## src/rtl/cvtg_pkg.sv

```systemverilog
// Shared types, register map and reset values for the composite video timing generator.
package cvtg_pkg;

	localparam logic [11:0] RST_LINE_LENGTH       = 12'd3000;
	localparam logic [9:0]  RST_FRONT_PORCH       = 10'd71;
	localparam logic [9:0]  RST_HSYNC_WIDTH       = 10'd222;
	localparam logic [9:0]  RST_BACK_PORCH        = 10'd222;
	localparam logic [11:0] RST_VSYNC_LOW_WIDTH   = 12'd2811;
	localparam logic [8:0]  RST_TOTAL_LINES       = 9'd262;
	localparam logic [8:0]  RST_VSYNC_FIRST_LINE  = 9'd6;
	localparam logic [8:0]  RST_ACTIVE_FIRST_LINE = 9'd18;

	localparam int PADDR_W = 5;

	typedef enum logic [2:0] {
		REG_LINE_LENGTH       = 3'd0,
		REG_FRONT_PORCH       = 3'd1,
		REG_HSYNC_WIDTH       = 3'd2,
		REG_BACK_PORCH        = 3'd3,
		REG_VSYNC_LOW_WIDTH   = 3'd4,
		REG_TOTAL_LINES       = 3'd5,
		REG_VSYNC_FIRST_LINE  = 3'd6,
		REG_ACTIVE_FIRST_LINE = 3'd7
	} reg_idx_t;

	typedef enum logic {
		FUNC_TICK  = 1'b0,
		FUNC_WRITE = 1'b1
	} func_t;

	typedef struct packed {
		logic        func;
		logic [13:0] fb_addr;
		logic [7:0]  fb_data;
	} in_word_t;

	typedef struct packed {
		logic        sync_level;
		logic        video_white;
		logic [8:0]  line_number;
		logic [11:0] column;
	} out_word_t;

	typedef struct packed {
		logic [11:0] line_length;
		logic [9:0]  front_porch;
		logic [9:0]  hsync_width;
		logic [9:0]  back_porch;
		logic [11:0] vsync_low_width;
		logic [8:0]  total_lines;
		logic [8:0]  vsync_first_line;
		logic [8:0]  active_first_line;
	} cfg_t;

	typedef struct packed {
		logic        tick;
		logic        sync_level;
		logic        pix_en;
		logic [2:0]  bit_sel;
		logic [8:0]  line_number;
		logic [11:0] column;
	} s0_info_t;

endpackage

```

## src/rtl/cvtg_regs.sv

```systemverilog
// APB configuration registers of the timing generator.
module cvtg_regs (
	input  logic                        clk,
	input  logic                        arst_n,
	input  logic                        psel,
	input  logic                        penable,
	input  logic                        pwrite,
	input  logic [cvtg_pkg::PADDR_W-1:0] paddr,
	input  logic [31:0]                 pwdata,
	output logic [31:0]                 prdata,
	output logic                        pready,
	output cvtg_pkg::cfg_t              cfg
);
	import cvtg_pkg::*;

	cfg_t     cfg_q;
	reg_idx_t idx;
	logic     wr;

	assign idx    = reg_idx_t'(paddr[PADDR_W-1:2]);
	assign wr     = psel && penable && pwrite;
	assign pready = 1'b1;
	assign cfg    = cfg_q;

	always_ff @(posedge clk or negedge arst_n) begin
		if (!arst_n) begin
			cfg_q.line_length       <= RST_LINE_LENGTH;
			cfg_q.front_porch       <= RST_FRONT_PORCH;
			cfg_q.hsync_width       <= RST_HSYNC_WIDTH;
			cfg_q.back_porch        <= RST_BACK_PORCH;
			cfg_q.vsync_low_width   <= RST_VSYNC_LOW_WIDTH;
			cfg_q.total_lines       <= RST_TOTAL_LINES;
			cfg_q.vsync_first_line  <= RST_VSYNC_FIRST_LINE;
			cfg_q.active_first_line <= RST_ACTIVE_FIRST_LINE;
		end else if (wr) begin
			case (idx)
				REG_LINE_LENGTH:       cfg_q.line_length       <= pwdata[11:0];
				REG_FRONT_PORCH:       cfg_q.front_porch       <= pwdata[9:0];
				REG_HSYNC_WIDTH:       cfg_q.hsync_width       <= pwdata[9:0];
				REG_BACK_PORCH:        cfg_q.back_porch        <= pwdata[9:0];
				REG_VSYNC_LOW_WIDTH:   cfg_q.vsync_low_width   <= pwdata[11:0];
				REG_TOTAL_LINES:       cfg_q.total_lines       <= pwdata[8:0];
				REG_VSYNC_FIRST_LINE:  cfg_q.vsync_first_line  <= pwdata[8:0];
				REG_ACTIVE_FIRST_LINE: cfg_q.active_first_line <= pwdata[8:0];
				default: ;
			endcase
		end
	end

	always_comb begin
		case (idx)
			REG_LINE_LENGTH:       prdata = {20'd0, cfg_q.line_length};
			REG_FRONT_PORCH:       prdata = {22'd0, cfg_q.front_porch};
			REG_HSYNC_WIDTH:       prdata = {22'd0, cfg_q.hsync_width};
			REG_BACK_PORCH:        prdata = {22'd0, cfg_q.back_porch};
			REG_VSYNC_LOW_WIDTH:   prdata = {20'd0, cfg_q.vsync_low_width};
			REG_TOTAL_LINES:       prdata = {23'd0, cfg_q.total_lines};
			REG_VSYNC_FIRST_LINE:  prdata = {23'd0, cfg_q.vsync_first_line};
			REG_ACTIVE_FIRST_LINE: prdata = {23'd0, cfg_q.active_first_line};
			default:               prdata = 32'd0;
		endcase
	end

endmodule

```

## config.mk

```make
export PLATFORM = sky130hd
export DESIGN_NAME = cvtg_regs
export DESIGN_NICKNAME = d
export VERILOG_FILES = /design/src/rtl/cvtg_pkg.sv /design/src/rtl/cvtg_regs.sv
export SDC_FILE = /design/constraint.sdc
export NUM_CORES = 1
export LEC_CHECK = 0
export BUFFER_PORTS_ARGS = -buffer_cell sky130_fd_sc_hd__buf_2
export CAP_MARGIN = 20
export CORE_MARGIN = 2
export CORE_UTILIZATION = 50
export CTS_BUF_LIST = sky130_fd_sc_hd__clkbuf_4 sky130_fd_sc_hd__clkbuf_8
export DETAILED_ROUTE_END_ITERATION = 8
export PLACE_DENSITY = 0.87
export SETUP_SLACK_MARGIN = 0.5
export SLEW_MARGIN = 10
export SYNTH_ARGS = -nofsm -noshare
export SYNTH_HDL_FRONTEND = slang
export SYNTH_SLANG_ARGS = --single-unit
```

## constraint.sdc

```tcl
create_clock -name clk -period 2.06 [get_ports clk]
set_clock_uncertainty 0.05 [all_clocks]
set_input_delay 0.206 -clock clk [delete_from_list [all_inputs] [get_ports clk]]
set_output_delay 0.206 -clock clk [all_outputs]
set_load 0.05 [all_outputs]
```

### Word level (Yosys, flattened, before mapping)

Index checks and enable logic that the tools add are counted.

* div/mod/pow operators: 0
* magnitude comparators: 0
* shift operators: 0
* $add $sub $neg: 0
* bitwise operators: 0
* multiplexer cells: 1
* eq/ne operators: 7
* reduce and logical (&&, ||, !) cells: 11
* multipliers: 0

Operator list (count)
* case mux 32 bit (8 select lines): 1
* AND reduction 2 bit: 8
* == test 3 bit (second input constant): 4
* == test 3 x 2 -> 1 bit (second input constant): 2
* == test 3 x 1 -> 1 bit (second input constant): 1
* zero test 3 bit: 1
* logical AND 1 bit: 2

* input bits: 42
* memories: 0
* bits in latches: 0
* flip-flop bits (word level): 81
* memory bits (writable): 0
* output and inout bits: 114
* ROM bits: 0
* word-level logic and storage cells: 27

### Logic depth before layout (Yosys ltp)

* depth after elaboration: 3
* mapped depth: 6
* depth with buffers taken out: 4

### Worst setup path before layout

Ideal clock, no wire load.

* kind: input to output
* start point: input paddr[4] (netlist name)
* end point: output prdata[10]
* setup slack: -0.088 ns
* arrival: 1.892 ns
* data required time: 1.804 ns
* buffers on the path: 2
* stages: 4
* cell sequence: buf_2 buf_1 mux2i_1 nor3_1

* cells in the longest elaborated chain, start to end: 2
* elaborated cells on any way between the ends: 9
* classes of those cells: eq/ne: 7; mux: 1; reduce/logical: 1

Ends and longest elaborated chain
* start: declaration: line cvtg_regs.sv:8 `input logic [cvtg_pkg::PADDR_W-1:0] paddr,`
* == test 3 bit (tied with other cells): line cvtg_regs.sv:51 `case (idx)`
* case mux 32 bit (8 select lines) (*): line cvtg_regs.sv:51
* end: declaration: line cvtg_regs.sv:10 `output logic [31:0] prdata,`

Every way passes the cells marked *; elsewhere a longest branch is shown, timed or not. The select of a mux whose other input is x is not followed.

### Worst setup path in the final report

* start point: register cfg_q, in the netlist cfg[11]
* end point: output prdata[2]

* cells in the longest elaborated chain, start to end: 1

Ends and longest elaborated chain
* start: declaration: line cvtg_regs.sv:16 `cfg_t cfg_q;`
* case mux 32 bit (8 select lines): line cvtg_regs.sv:51

Every way passes these cells. The select of a mux whose other input is x is not followed.

==> impl_results.md <==
- Hold path cells: 2
- Worst Hold Class: input pin to register
- PortBufs: 112
- Setup crit start kind: register
- Final net count: 468
- Congestion Overflow GR: 0
- Worst Reg-to-Reg Cells: 2
- Post-synthesis sequential area ratio: 52.3%
- CP startpoint: cfg[11]
- Number of global-route vias before repair: 3024
- Via total after detailed routing: 2923
- Yosys top cell area share: 26.5%
- CTS Buf Count: 9
- Finished Layout Cells: ~530
- Final slew viol count: 0
- Max FFs per register: 81
- Commonest non-fill, non-tap cell in the layout: buf_2
- Met3 Routed Length: roughly 810 um
- Clk sinks: 81
- Syn_area_per_cell: 13.7 um^2
- Met2 routed WL: 5.25 mm
- Worst-Skew Late Latency: approximately 0.35 ns
- Row count: 32
- HPWL after DPL: between 7 and 8 mm
- Hold path startpoint: pwdata[10]
- Worst Path Arrival: between 1.5 and 2 ns
- CP max-delay cell: dfstp_2
- Synth top area cells: dfrtp_1 (26%), dfstp_2 (26%), mux2_2 (20%), mux2i_1 (7.3%), buf_4 (4.0%)
- Area growth syn-to-layout: 30.3%
- Wl on met1: 4.35 mm
- First-pass GRT wire length: around 16 mm
- Synth Cell Area: around 0.004 mm^2
- MaxCap Viol Count: 0
- Synthesized instance count: 289
- IO Count: 156
- H-tree depth: 3
- Die footprint: 0.00866 mm^2
- VDD IR max: 866 uV
- # setup viols final: 0
- Worst Setup End Kind: primary output
- Yosys warnings: 0
- TritonCTS clock tree: built
- R2R Setup Slk: 1.17 ns
- Wire length per cell: about 20 um
- Hold EP: cfg[79]
- Initial Util: 51.3%
- Top_reg_cell synth: dfrtp_1
- Static Leak: around 2.5 nW
- Placer Congestion: 0.840
- Clock root buffer: clkbuf_8
- Die Wd: 93.1 um
- Placed insts: 510
- Pwr/cell area: 1180 mW/mm^2
- Crit path largest cell delay: between 0.5 and 0.6 ns
- Layout cells sized above 1: 71.2%
- DRT Pass-1 Iters: 4
- Clk slew on worst S/H paths: around 0.090 ns
- Area leader, netlist: dfrtp_1
- EDFF count, synth: 0
- Die H: 93.1 um
- Highest Signal Layer: met4
- CP Max Fanout: 3
- Final period util: 88.3%
- CP Cell Sequence: mux2_2 -> nand3_1 -> a41oi_4 -> buf_6
- DR DRC count: 0
- Initial antenna violation count: 0
- Core area: about 0.0077 mm^2
- Worst r2r dst: cfg[30]
- Yosys reg bits: 81
- RSZ-0062 raised after global routing: true
- CP Class: register to primary output
- FF-to-FF Start: cfg[30]
- Status: complete, no violations
- Fin crit period: 1.82 ns
- Fmax: approximately 0.55 GHz
- Routed Antenna Nets: 0
- All-Layer GR Usage: between 20% and 30%
- DR vias/cell: roughly 5.5
- Unique masters post-synth: 30
- Required time of the critical path: 1.80 ns
- Post-synth ARST share: 100%
- Final hold vios: 0
- Tot Pwr: 6.09 mW
- Commonest non-fill, non-tap cells in the layout: buf_2 (99), mux2_2 (72), dfrtp_1 (41)
- # diodes: 0
- Routed WL: 10.6 mm
- Largest net degree at the start of global routing: 45
- DRT iter0 DRCs: 137
- Maximum clock path buffer count: 2
- Setup TNS: 0 ns
-- area by class of cell --
| type | count | area (um^2) |
|---|---|---|
| Fill cell | 589 | 2560 |
| Sequential cell | 81 | 2080 |
| Multi-Input combinational cell | 194 | 1830 |
| Timing Repair Buffer | 139 | 901 |
| Clock buffer | 13 | 160 |
| Tap cell | 102 | 128 |
| Clock inverter | 3 | 65.1 |
| Inverter | 1 | 5.00 |
-- stage by stage --
step / utilization [%] / cell area, um^2 / setup WS, ns / hold WS, ns
floorplan: - / 4100 / 0.394 / -0.140
global placement: 61.8 / 4770 / 0.202 / 0.142
detailed placement: 61.8 / 4770 / 0.198 / 0.150
CTS: 66.5 / 5130 / 0.223 / 0.0399
global route: 66.9 / 5170 / 0.168 / 0.0360
finish: 66.9 / 5170 / 0.241 / 0.0456
-- power by group --
part	total, mW	internal, mW	switching, mW
clock network	1.32	0.756	0.565
registers	2.26	2.01	0.244
logic	2.52	0.719	1.80
-- how the worst max path moves through the flow --
stage	end	slack [ns]	depth (start not counted)
after global routing	prdata[2]	0.17	5
after floorplan	prdata[9]	0.39	4
after CTS	prdata[2]	0.22	4
final	prdata[2]	0.24	4
after detailed placement	prdata[3]	0.20	6
after global placement	prdata[8]	0.20	6
-- kinds of logic (layout without fill, tap and decap cells) --
logic type | Yosys count | in the layout | share of synthesized area, %
simple gates | 33 | 33 | 5.08
mux | 111 | 111 | 31.5
other cells | 2 | 21 | 0.189
buf+inv | 33 | 156 | 5.55
compound gates | 29 | 29 | 5.33
flops | 81 | 81 | 52.3
-- cell usage after synthesis (5+ instances only) --
cell type,instances
mux2_2,72
mux2i_1,29
nor2_1,12
mux2_4,10
dfrtp_1,42
dfstp_2,39
a211oi_1,8
o22a_1,8
buf_4,21
o22ai_1,9
buf_2,7
nor2_2,5
-- critical path: cells and delay by family (launching register included) --
family / cells / cell delay (ns)
flip-flops: 1 / 0.55
AO/OA/AOI/OAI: 1 / 0.21
buffers and inverters: 1 / 0.18
multiplexers: 1 / 0.14
AND/OR/NAND/NOR: 1 / 0.13
-- per-layer routing --
layer | vias up | global-route usage, %
met3 | 21 | 8.54
met5 | - | 0
met2 | 139 | 42.0
li1 | 1285 | -
met1 | 1478 | 30.9
met4 | 0 | 9.44
-- timing repair --
action,in CTS,in global routing
gates cloned,0,0
endpoints found under the setup margin,11,12
hold endpoints to repair,20,0
pin swaps,5,2
hold buffers,1,0
gates resized for setup,29,6
buffers inserted,5,1
Power figures use the tool's default switching activity.
