## config.mk

```make
export PLATFORM = sky130hd
export DESIGN_NAME = cvtg_timing
export DESIGN_NICKNAME = d
export VERILOG_FILES = /design/src/rtl/cvtg_pkg.sv /design/src/rtl/cvtg_timing.sv
export SDC_FILE = /design/constraint.sdc
export NUM_CORES = 1
export LEC_CHECK = 0
export BUFFER_PORTS_ARGS = -buffer_cell sky130_fd_sc_hd__clkbuf_2
export CAP_MARGIN = 0
export CELL_PAD_IN_SITES_DETAIL_PLACEMENT = 0
export CELL_PAD_IN_SITES_GLOBAL_PLACEMENT = 1
export CORE_UTILIZATION = 36
export DETAILED_ROUTE_END_ITERATION = 16
export PLACE_DENSITY_LB_ADDON = 0.1
export SLEW_MARGIN = 20
export SYNTH_ARGS = -nofsm -noshare
export SYNTH_HDL_FRONTEND = slang
export SYNTH_SLANG_ARGS = --single-unit
```

## constraint.sdc

```tcl
create_clock -name clk -period 7.65 [get_ports clk]
set_clock_uncertainty 0.2 [all_clocks]
set_input_delay 0.765 -clock clk [delete_from_list [all_inputs] [get_ports clk]]
set_output_delay 0.765 -clock clk [all_outputs]
set_load 0.05 [all_outputs]
```

## src/rtl/cvtg_pkg.sv

```systemverilog
// Shared types, register map and reset values for the composite video timing generator.
package cvtg_pkg;

	localparam logic [11:0] RST_LINE_LENGTH       = 12'd3000;
	localparam logic [9:0]  RST_FRONT_PORCH       = 10'd71;
	localparam logic [9:0]  RST_HSYNC_WIDTH       = 10'd222;
	localparam logic [9:0]  RST_BACK_PORCH        = 10'd222;
	localparam logic [11:0] RST_VSYNC_LOW_WIDTH   = 12'd2811;
	localparam logic [8:0]  RST_TOTAL_LINES       = 9'd262;
	localparam logic [8:0]  RST_VSYNC_FIRST_LINE  = 9'd6;
	localparam logic [8:0]  RST_ACTIVE_FIRST_LINE = 9'd18;

	localparam int PADDR_W = 5;

	typedef enum logic [2:0] {
		REG_LINE_LENGTH       = 3'd0,
		REG_FRONT_PORCH       = 3'd1,
		REG_HSYNC_WIDTH       = 3'd2,
		REG_BACK_PORCH        = 3'd3,
		REG_VSYNC_LOW_WIDTH   = 3'd4,
		REG_TOTAL_LINES       = 3'd5,
		REG_VSYNC_FIRST_LINE  = 3'd6,
		REG_ACTIVE_FIRST_LINE = 3'd7
	} reg_idx_t;

	typedef enum logic {
		FUNC_TICK  = 1'b0,
		FUNC_WRITE = 1'b1
	} func_t;

	typedef struct packed {
		logic        func;
		logic [13:0] fb_addr;
		logic [7:0]  fb_data;
	} in_word_t;

	typedef struct packed {
		logic        sync_level;
		logic        video_white;
		logic [8:0]  line_number;
		logic [11:0] column;
	} out_word_t;

	typedef struct packed {
		logic [11:0] line_length;
		logic [9:0]  front_porch;
		logic [9:0]  hsync_width;
		logic [9:0]  back_porch;
		logic [11:0] vsync_low_width;
		logic [8:0]  total_lines;
		logic [8:0]  vsync_first_line;
		logic [8:0]  active_first_line;
	} cfg_t;

	typedef struct packed {
		logic        tick;
		logic        sync_level;
		logic        pix_en;
		logic [2:0]  bit_sel;
		logic [8:0]  line_number;
		logic [11:0] column;
	} s0_info_t;

endpackage

```

## src/rtl/cvtg_timing.sv

```systemverilog
// Position counters, sync decode and frame store address generation.
module cvtg_timing #(
	parameter int PIXELS_PER_LINE = 320,
	parameter int BYTES_PER_ROW   = 40,
	parameter int FB_ROWS         = 256,
	parameter int VSYNC_LINES     = 6,
	parameter int STORE_BYTES     = 10240,
	parameter int AW              = 14
) (
	input  logic                 clk,
	input  logic                 arst_n,
	input  logic                 accept,
	input  cvtg_pkg::in_word_t   in_word,
	input  cvtg_pkg::cfg_t       cfg,
	output cvtg_pkg::s0_info_t   info,
	output logic                 ram_we,
	output logic                 ram_re,
	output logic [AW-1:0]        ram_addr,
	output logic [7:0]           ram_wdata
);
	import cvtg_pkg::*;

	logic [11:0] h_q;
	logic [8:0]  ln_q;
	logic        is_tick;
	logic [8:0]  vs_diff;
	logic        vs_line;
	logic [11:0] hs_end;
	logic [11:0] nrm_start;
	logic [11:0] pix_start;
	logic        active;
	logic [8:0]  row;
	logic [11:0] pix;
	logic        pix_ok;
	logic [AW-1:0] rd_addr;
	logic        wr_ok;
	logic [12:0] h_inc;
	logic [9:0]  ln_inc;

	assign is_tick   = (in_word.func == FUNC_TICK);
	assign vs_diff   = ln_q - cfg.vsync_first_line;
	assign vs_line   = (ln_q >= cfg.vsync_first_line) && (vs_diff < 9'(VSYNC_LINES));
	assign hs_end    = 12'(cfg.front_porch) + 12'(cfg.hsync_width);
	assign nrm_start = hs_end + 12'(cfg.back_porch);
	assign pix_start = vs_line ? cfg.vsync_low_width : nrm_start;
	assign active    = (ln_q >= cfg.active_first_line) && (h_q >= pix_start);
	assign row       = ln_q - cfg.active_first_line;
	assign pix       = h_q - pix_start;
	assign pix_ok    = active && ({1'b0, row} < 10'(FB_ROWS))
		&& ({1'b0, pix} < 13'(PIXELS_PER_LINE)) && (pix[11:3] < 9'(BYTES_PER_ROW));
	assign rd_addr   = AW'(row) * AW'(BYTES_PER_ROW) + AW'(pix[11:3]);
	assign wr_ok     = 32'(in_word.fb_addr) < 32'(STORE_BYTES);

	assign info.tick        = accept && is_tick;
	assign info.sync_level  = vs_line ? !(h_q < cfg.vsync_low_width)
		: !((h_q >= 12'(cfg.front_porch)) && (h_q < hs_end));
	assign info.pix_en      = pix_ok;
	assign info.bit_sel     = pix[2:0];
	assign info.line_number = ln_q;
	assign info.column      = h_q;

	assign ram_we    = accept && !is_tick && wr_ok;
	assign ram_re    = accept && is_tick;
	assign ram_addr  = is_tick ? rd_addr : AW'(in_word.fb_addr);
	assign ram_wdata = in_word.fb_data;

	assign h_inc  = {1'b0, h_q} + 13'd1;
	assign ln_inc = {1'b0, ln_q} + 10'd1;

	always_ff @(posedge clk or negedge arst_n) begin
		if (!arst_n) begin
			h_q  <= '0;
			ln_q <= '0;
		end else if (accept && is_tick) begin
			if (h_inc >= {1'b0, cfg.line_length}) begin
				h_q <= '0;
				if (ln_inc >= {1'b0, cfg.total_lines})
					ln_q <= '0;
				else
					ln_q <= ln_inc[8:0];
			end else begin
				h_q <= h_inc[11:0];
			end
		end
	end

endmodule

```

After elaboration in Yosys (flattened, before gate mapping)
Index checks and enable logic that the tools add are counted.
{"block": "totals", "ff_bits": 21, "word_cells": 42}
{"block": "op_classes", "addsub": 8, "multipliers": 1, "order_cmp": 13, "mux": 5, "n_bitwise": 1, "n_reduce_logical": 12}
{"op": "$mux 12", "count": 2}
{"op": "$ge 9x9->1", "count": 2}
{"op": "$sub 9x9->9", "count": 2}
{"op": "$add 14x9->14", "count": 1}
{"op": "$lt 14x14->1 const B", "count": 1}
{"op": "$mux 14", "count": 1}
{"op": "$add 12x1->13 const B", "count": 1}
{"op": "$ge 13x12->1", "count": 1}
{"op": "$add 11x10->12", "count": 1}
{"op": "$ge 12x10->1", "count": 1}
{"op": "$ge 12x12->1", "count": 1}
{"op": "$lt 12x11->1", "count": 1}
{"op": "$lt 12x12->1", "count": 1}
{"op": "$lt 12x9->1 const B", "count": 1}
{"op": "$sub 12x12->12", "count": 1}
{"op": "$add 10x10->11", "count": 1}
{"op": "$mul 9x3->11 const B", "count": 1}
{"op": "$add 9x1->10 const B", "count": 1}
{"op": "$ge 10x9->1", "count": 1}
{"op": "$logic_and 1x1->1", "count": 9}
{"op": "$lt 9x3->1 const B", "count": 1}
{"op": "$lt 9x6->1 const B", "count": 1}
{"op": "$lt 9x9->1 const B", "count": 1}
{"op": "$mux 9", "count": 1}
{"op": "4 further kinds", "count": 5}

Longest topological paths before layout
Gate-level depths: netlist of the first run.
{"block": "depth", "word_depth": 9, "ltp_mapped": 31}

Least setup slack after synthesis of the first run
No wires, ideal clock.
{"block": "synth_path", "path_type": "reg-to-output", "start": "register ln_q[0]", "end": "output ram_addr[12]", "arrival_time_ns": 7.207, "setup_slack_ns": -0.522, "path_stages_with_launch": 31, "path_buffers": 2, "cell_sequence": "dfrtp_1 inv_1 ha_1 inv_1 fa_1 a21o_1 a21o_1 a21oi_1 o211ai_1 a211oi_1 a21oi_1 or4_1 buf_6 buf_12 mux2i_1 ha_1 o21ai_0 a21o_1 a211oi_1 a21oi_1 nand2b_1 a21oi_1 xnor2_1 ha_1 nor2_1 nor3_1 nor3b_1 nand4_1 nand3_1 xnor2_1 o21ai_0"}
{"block": "synth_via", "elab_chain_len": 7, "word_cells_on_any_way": 10}
{"element": "start, declared", "line_no": "cvtg_timing.sv:24", "rtl": "logic [8:0] ln_q;"}
{"element": "start signal, assigned", "line_no": "cvtg_timing.sv:80", "rtl": "ln_q <= ln_inc[8:0];"}
{"element": "$sub 9x9->9", "line_no": "cvtg_timing.sv:41", "rtl": "assign vs_diff = ln_q - cfg.vsync_first_line;"}
{"element": "$lt 9x3->1", "line_no": "cvtg_timing.sv:42", "rtl": "assign vs_line = (ln_q >= cfg.vsync_first_line) && (vs_diff < 9'(VSYNC_LINES));"}
{"element": "$logic_and 1x1->1", "line_no": "cvtg_timing.sv:42"}
{"element": "$mux 12", "line_no": "cvtg_timing.sv:45", "rtl": "assign pix_start = vs_line ? cfg.vsync_low_width : nrm_start;"}
{"element": "$sub 12x12->12", "line_no": "cvtg_timing.sv:48", "rtl": "assign pix = h_q - pix_start;"}
{"element": "$add 14x9->14 (*)", "line_no": "cvtg_timing.sv:51", "rtl": "assign rd_addr = AW'(row) * AW'(BYTES_PER_ROW) + AW'(pix[11:3]);"}
{"element": "$mux 14 (*)", "line_no": "cvtg_timing.sv:64", "rtl": "assign ram_addr = is_tick ? rd_addr : AW'(in_word.fb_addr);"}
{"element": "end, declared", "line_no": "cvtg_timing.sv:18", "rtl": "output logic [AW-1:0] ram_addr,"}
Every way passes the cells marked *; elsewhere a longest branch is shown, timed or not.

Final worst setup path of the first run
{"block": "layout_path", "start": "input cfg[10] (netlist bit)", "end": "output ram_addr[12]"}
{"block": "layout_via", "elab_chain_len": 7, "word_cells_on_any_way": 8}
{"element": "start, declared", "line_no": "cvtg_timing.sv:14", "rtl": "input cvtg_pkg::cfg_t cfg,"}
{"element": "$sub 9x9->9", "line_no": "cvtg_timing.sv:41"}
{"element": "$lt 9x3->1", "line_no": "cvtg_timing.sv:42"}
{"element": "$logic_and 1x1->1 (*)", "line_no": "cvtg_timing.sv:42"}
{"element": "$mux 12 (*)", "line_no": "cvtg_timing.sv:45"}
{"element": "$sub 12x12->12 (*)", "line_no": "cvtg_timing.sv:48"}
{"element": "$add 14x9->14 (*)", "line_no": "cvtg_timing.sv:51"}
{"element": "$mux 14 (*)", "line_no": "cvtg_timing.sv:64"}
Marked as above.

==> results of run 1 <==
==> cell type report <==
type	count	area [um^2]	share of cell area [%]
repair buffers	164	958.4	13.44
clock buffers	3	75.07	1.053
inverters	94	352.8	4.949
clock inverters	1	5.005	0.07020
multi-input cells	611	4942	69.32
flip-flops and latches	21	525.5	7.371
well taps	216	270.3	3.791
==> registers in the layout, summed over array words and instances (netlist names) <==
name and cells:
h_q 12, ln_q 9
==> layer usage <==
layer  track usage [%]  routed length (um)  vias to the layer above
li1                  -                   -                     2971
met1             26.13                7899                     2677
met2             36.24                8529                       90
met3            0.6606                 334                        5
met4             2.076                  62                        0
met5                 0                   0                        -
==> cell usage after synthesis (4+ instances only) <==
| library cell | instances |
|---|---|
| o2111ai_1 | 6 |
| a21oi_1 | 41 |
| nand2_1 | 40 |
| or3_1 | 7 |
| a22o_1 | 8 |
| o21ai_0 | 46 |
| dfrtp_1 | 21 |
| nor2_1 | 40 |
| a211o_1 | 4 |
| a21boi_0 | 4 |
| fa_1 | 7 |
| mux2_2 | 4 |
| xnor2_1 | 37 |
| o21bai_1 | 7 |
| buf_4 | 10 |
| mux2i_1 | 12 |
| o21a_1 | 11 |
| nand3_1 | 19 |
| xor2_1 | 24 |
| nand2b_1 | 15 |
| o31ai_1 | 4 |
| clkbuf_1 | 8 |
| inv_1 | 94 |
| and2_1 | 4 |
| ha_1 | 126 |
| nor3_1 | 12 |
| a31oi_1 | 7 |
| nand4_1 | 7 |
| a211oi_1 | 8 |
| a21o_1 | 24 |
| and3_1 | 13 |
| o211ai_1 | 13 |
| nor2b_1 | 21 |
==> final timing paths <==
path	start	end	slack (ps)	cells after the start
worst max-delay path	cfg[10]	ram_addr[12]	180	26
worst min-delay path	arst_n	ln_q[4]	290	1
worst max register to register	h_q[1]	ln_q[7]	3440	11
worst min register to register	ln_q[0]	ln_q[0]	410	2
max in group asynchronous	arst_n	h_q[1]	6590	1
min in group clk	ln_q[0]	ln_q[0]	410	2
==> cells in the final DEF, fill, tap and decap left out, types with 15 or more instances in the layout <==
master	Yosys	routed
a21o_1	24	24
a21oi_1	41	37
buf_4	10	24
clkbuf_2	0	134
dfrtp_1	21	21
ha_1	126	124
inv_1	94	93
nand2_1	40	40
nand2b_1	15	15
nand3_1	19	18
nor2_1	40	40
nor2b_1	21	21
o21ai_0	46	41
xnor2_1	37	35
xor2_1	24	24
==> logic make-up (layout without fill, tap and decap cells) <==
| family | after synthesis | after routing | synth area share, % |
|---|---|---|---|
| AOI/OAI and AO/OA | 203 | 203 | 23.18 |
| and+or+nand+nor | 195 | 195 | 17.21 |
| adders and majority gates | 133 | 133 | 29.44 |
| buffers and inverters | 114 | 262 | 8.391 |
| xor gates and xnor gates | 61 | 61 | 9.163 |
| DFF | 21 | 21 | 9.013 |
| muxes | 19 | 19 | 3.605 |
==> what timing repair did <==
item | in CTS | in global routing
pin swaps | 0 | 12
gates resized for setup | 6 | 29
hold buffers | 0 | 0
setup endpoints to repair | 5 | 8
==> power by group through the flow <==
| stage | combinational [mW] | clock, mW | sequential, mW |
|---|---|---|---|
| after floorplan | 1.02 | 0 | 0.189 |
| after global placement | 1.48 | 0 | 0.162 |
| after detailed placement | 1.49 | 0 | 0.162 |
| after CTS | 1.51 | 0.115 | 0.160 |
| after global routing | 1.69 | 0.121 | 0.163 |
| final | 1.53 | 0.113 | 0.159 |
==> stage by stage <==
stage	hold WS [ps]	instance area (um^2)	utilization [%]	worst slack (ps)
CTS	312.1	7032	44.43	4.116
finish	288.6	7129	45.04	180.8
global route	336.0	7129	45.04	-49.07
detailed placement	460.5	6928	43.77	-94.38
floorplan	269.4	5841	-	-145.1
global placement	441.4	6928	43.77	40.89
==> critical path: cells and delay by family <==
kind	cells	cell delay [ps]
compound gates	8	1580
buf+inv	4	340
fa+ha+maj	4	1120
simple gates	8	2290
xor+xnor	1	160
mux	1	220
==> results by group, run 1 <==
Detailed routing
  • Pre-Repair DR Iteration Count: 6
  • DR vias/cell: 5.174
  • DRT Wirelength: 16.83 mm
  • Drt wl/cell: 15.16 um
  • Drt first-iter violations: 153
  • DRC viols: 0
  • DR vias: 5,743
  • Antenna Nets Post-Route: 0

STA
  • RSZ-0062 raised after global routing: yes
  • Period minus WS final: 7469 ps
  • Slew Limit Headroom: 49.88%
  • Setup TNS: 0 ps
  • Max-slew violation count: 0
  • Worst Tran Pin Value: 751.8 ps
  • Fmax: 0.1339 GHz
  • Number of setup violations in the final report: 0
  • Final critical-path share of the clock period: 97.64%
  • Hold Vio Cnt, Final: 0

Logic synthesis
  • Syn Std Cell Area: 0.005831 mm^2
  • Top_reg_cell synth: dfrtp_1
  • Cells after Synth: 746
  • Post-synth EDFFs: 0
  • Leading area contributor after synthesis: ha_1
  • Post-synth top area share: 27.04%
  • Synth Register Bits: 21
  • Synth unique cells: 59
  • Net count after synthesis: 986
  • Sequential cell area fraction in the yosys report: 9.013%
  • Ys Warns: 0
  • FFs w/ async S/R, synth: 100.0%
  • Top cells by area, synth: ha_1, dfrtp_1, inv_1
  • Syn avg cell area: 7.816 um^2

Finish
  • Fin cells: 1,110
  • Synth-to-Final Area Change: 22.27%
  • Fill cells: 1,634
  • Fraction of layout cells with a size suffix above 1: 23.83%
  • Number of inserted diodes: 0
  • Post-layout nets: 1,135

Die
  • Core ar.: 0.01583 mm^2
  • Initial core utilization: 36.84%
  • Row Count: 46
  • Full die area: 0.01671 mm^2
  • Die H: 129.3 um
  • Die W: 129.3 um
  • I/O pins: 158

Global route
  • Initial antenna violation count: 0
  • First-pass GRT wire length: 26.23 mm
  • Largest net degree at the start of global routing: 33
  • Gr usage total: 19.66%
  • GR Overflow Total: 0
  • Vias in the first global route: 5,397

Worst hold path
  • Hold Crit Class: in -> async

Pwr
  • Switching share of power: 54.82%
  • Worst VDD drop: 0.0002623 V
  • Power Total: 1.805 mW
  • Int Power: 0.8153 mW
  • LEAKAGE: 3.970 nW
  • Seq pwr share: 8.8%
  • Psw: 0.9892 mW
  • Pwr dens: 253.1 mW/mm^2
  • Clock share of power: 6.3%
  • Combinational group share of total power: 84.9%

Critical path
  • Slowest-stage cell, CP: or4_4
  • Worst-path fanout max: 6
  • Data required, critical path: 6680 ps
  • CP Capture Type: primary output
  • Kind of critical path: in -> out
  • Critical Path AT: 6500 ps
  • Startpoint Class: primary input
  • Most used cell along the critical path: ha_1
  • Largest stage delay, worst path: 530 ps

Placement
  • RD Place Congestion: 0.8704
  • DPL Wire Length: 14.23 mm
  • Placed Cells incl. Taps: 1,106
  • IO buf count: 141

CTS
  • CTS max path bufs: 2
  • CTS tree: built
  • H-tree Lvls: 1
  • Setup bufs post-CTS: 0
  • Clk Latency, worst-skew pair: 250 ps
  • CTS Sinks: 21
  • Root buffer cell: clkbuf_16
  • CTS buffer count: 3
  • CTS clock-pin slew for the worst setup and hold paths: 60 ps

Job
  • # Max-Cap Violations: 0

Outcome
  • Status: completed
No activity file was read; power rests on OpenSTA's default activity.
==> inputs of run 2 (changes only) <==
--- a/config.mk
+++ b/config.mk
@@ -5,11 +5,12 @@
 export SDC_FILE = /design/constraint.sdc
 export NUM_CORES = 1
 export LEC_CHECK = 0
+export ABC_AREA = 1
 export BUFFER_PORTS_ARGS = -buffer_cell sky130_fd_sc_hd__clkbuf_2
 export CAP_MARGIN = 0
 export CELL_PAD_IN_SITES_DETAIL_PLACEMENT = 0
 export CELL_PAD_IN_SITES_GLOBAL_PLACEMENT = 1
-export CORE_UTILIZATION = 36
+export CORE_UTILIZATION = 35
 export DETAILED_ROUTE_END_ITERATION = 16
 export PLACE_DENSITY_LB_ADDON = 0.1
 export SLEW_MARGIN = 20
==> results by group, run 2 <==
Outcome
  • Status: completed

Global route
  • Initial antenna violation count: 0
  • Gr usage total: 19.60%
  • Vias in the first global route: 6,061
  • GR Overflow Total: 0
  • Largest net degree at the start of global routing: 26
  • First-pass GRT wire length: 28.79 mm

Die
  • Core ar.: 0.01730 mm^2
  • Die H: 135.3 um
  • Row Count: 48
  • Full die area: 0.01830 mm^2
  • I/O pins: 158
  • Die W: 135.3 um
  • Initial core utilization: 35.95%

Placement
  • Placed Cells incl. Taps: 1,305
  • IO buf count: 141
  • RD Place Congestion: 0.8555
  • DPL Wire Length: 15.43 mm

Logic synthesis
  • Post-synth top area share: 25.35%
  • Post-synth EDFFs: 0
  • Leading area contributor after synthesis: ha_1
  • Top cells by area, synth: ha_1, nand2_1, inv_1
  • Most frequent cell after synthesis: nand2_1
  • Fraction of synthesized area in multiplexers: 0%
  • Syn avg cell area: 6.491 um^2
  • Net count after synthesis: 1,198
  • Syn Std Cell Area: 0.006218 mm^2
  • Top_reg_cell synth: dfrtp_1
  • Synth top cells by count: nand2_1, inv_1, ha_1
  • Sequential cell area fraction in the yosys report: 8.451%
  • Post-Synth Simple-Gate Area: 28.27%
  • Synth unique cells: 47
  • Ys Warns: 0
  • FFs w/ async S/R, synth: 100.0%
  • Synth Register Bits: 21
  • Cells after Synth: 958
  • Post-Synth XOR/XNOR Area: 7.465%
  • Post-synthesis adder-cell area fraction: 27.61%
  • Compound-Gate Fraction of Synth Area: 14.83%
  • Main combinational cell family by area after synthesis: simple AND/OR/NAND/NOR gates

Detailed routing
  • DRC viols: 0
  • Drt first-iter violations: 218
  • DR vias: 6,345
  • Antenna Nets Post-Route: 0
  • Drt wl/cell: 13.34 um
  • DRT Wirelength: 17.58 mm
  • DR vias/cell: 4.814
  • Pre-Repair DR Iteration Count: 4

Critical path
  • Worst-path fanout max: 8
  • Delay-heaviest family, CP: adder cells
  • Startpoint Class: register
  • CP Capture Type: primary output
  • Data required, critical path: 6680 ps
  • Largest stage delay, worst path: 580 ps
  • Slowest-stage cell, CP: a211oi_2
  • Number of buffers and inverters on the critical path: 6
  • Worst R2R Start: h_q[1]
  • Most used cell along the critical path: nand2_1
  • Critical Path AT: 6110 ps
  • Kind of critical path: reg -> out
  • Worst setup path startpoint: ln_q[0]

Pwr
  • LEAKAGE: 4.357 nW
  • Pwr dens: 397.5 mW/mm^2
  • Worst VDD drop: 0.0004378 V
  • Power Total: 2.891 mW

STA
  • Max-slew violation count: 0
  • Worst Tran Pin Value: 799.7 ps
  • Number of setup violations in the final report: 0
  • Final critical-path share of the clock period: 92.49%
  • RSZ-0062 raised after global routing: no
  • Slew Limit Headroom: 46.63%
  • Hold Vio Cnt, Final: 0
  • Period minus WS final: 7075 ps
  • Fmax: 0.1413 GHz
  • Setup TNS: 0 ps

Finish
  • Fin cells: 1,318
  • Biggest regs: h_q x12, ln_q x9
  • Area of the multi-input gates: 0.004910 mm^2
  • Number of flip-flops in the largest register: 12
  • Sequential standard cell area: 525.5 um^2
  • Most frequent cells in the layout: nand2_1, inv_1, clkbuf_2
  • Fraction of layout cells with a size suffix above 1: 18.02%
  • Post-layout nets: 1,334
  • Synth-to-Final Area Change: 16.94%
  • Fill cells: 1,941
  • Commonest non-fill, non-tap cell in the layout: nand2_1
  • Final core occ: 42.04%
  • Number of inserted diodes: 0
  • Largest Register: h_q

CTS
  • CTS Sinks: 21
  • CTS clock-pin slew for the worst setup and hold paths: 60 ps
  • CTS max path bufs: 2
  • CTS tree: built
  • # hold bufs at CTS: 0
  • Clk Latency, worst-skew pair: 260 ps
  • Root buffer cell: clkbuf_16
  • H-tree Lvls: 1
  • CTS buffer count: 3

Worst hold path
  • Hold Crit Class: in -> async

Job
  • # Max-Cap Violations: 0
==> run 2: changes by cell type in the layout (fill, tap and decap cells not counted), sizes merged, moves of 21 or more <==
cell	before	now
a21o	24	3
a21oi	41	63
inv	94	184
nand2	40	230
nand3	19	59
nand4	7	31
nor2b	21	0
xnor2	37	7
xor2	24	46
==> run 2: final timing paths <==
| path | end | slack, ps | cells after the start |
|---|---|---|---|
| worst max register to register | ln_q[2] | 3880 | 15 |
| worst min register to register | ln_q[0] | 400 | 2 |
| max in group asynchronous | h_q[0] | 6600 | 1 |
| worst max-delay path | ram_addr[11] | 570 | 31 |
| worst min-delay path | ln_q[4] | 280 | 1 |
| min in group clk | ln_q[0] | 400 | 2 |
==> run 2: cell type report <==
class | instances | share of cell area [%]
tap | 225 | 3.871
multi-input combinational | 733 | 67.52
sequential | 21 | 7.226
timing repair buffer | 151 | 10.81
clock buffer | 4 | 1.084
inverter | 184 | 9.498
==> run 2: what timing repair did <==
action	CTS	global route
hold endpoints to repair	0	0
gates resized for setup	0	12
endpoints found under the setup margin	0	6
buffers inserted	0	8
==> run 2: kinds of logic (layout without fill, tap and decap cells) <==
family,count (synthesis),after routing
adder cells (fa/ha/maj),133,133
AO/OA/AOI/OAI,150,150
flip-flops,21,21
XOR/XNOR,53,53
buffers and inverters,205,339
AND/OR/NAND/NOR,396,397
==> run 2: power breakdown <==
group	internal, mW	switching, mW
Clock	0.0711	0.0420
Sequential	0.135	0.0857
Combinational	0.830	1.73
Total	1.04	1.85
==> run 2: metrics by stage <==
stage | hold slack [ps] | setup WS [ps] | area [um^2]
final | 284.5 | 574.8 | 7272
after floorplan | 269.4 | 1058 | 6218
after detailed placement | 399.1 | 403.2 | 7079
after global routing | 326.2 | 19.10 | 7272
after global placement | 375.8 | 336.8 | 7079
after CTS | 304.7 | 353.9 | 7158
==> run 2: worst register-to-register path, delay by kind of cell, from the launching register on <==
kind	cells	cell delay [ps]
compound gates	4	490
simple gates	7	1520
xor+xnor	1	180
buf+inv	1	70
flops	1	640
fa+ha+maj	2	580
==> run 2: per-layer routing <==
layer | up-vias | global-route usage [%] | wire, um
met1 | 2804 | 26.69 | 8773
met4 | 0 | 2.747 | 114
li1 | 3428 | - | -
met2 | 106 | 34.64 | 8208
met3 | 7 | 0.9727 | 488
met5 | - | 0 | 0
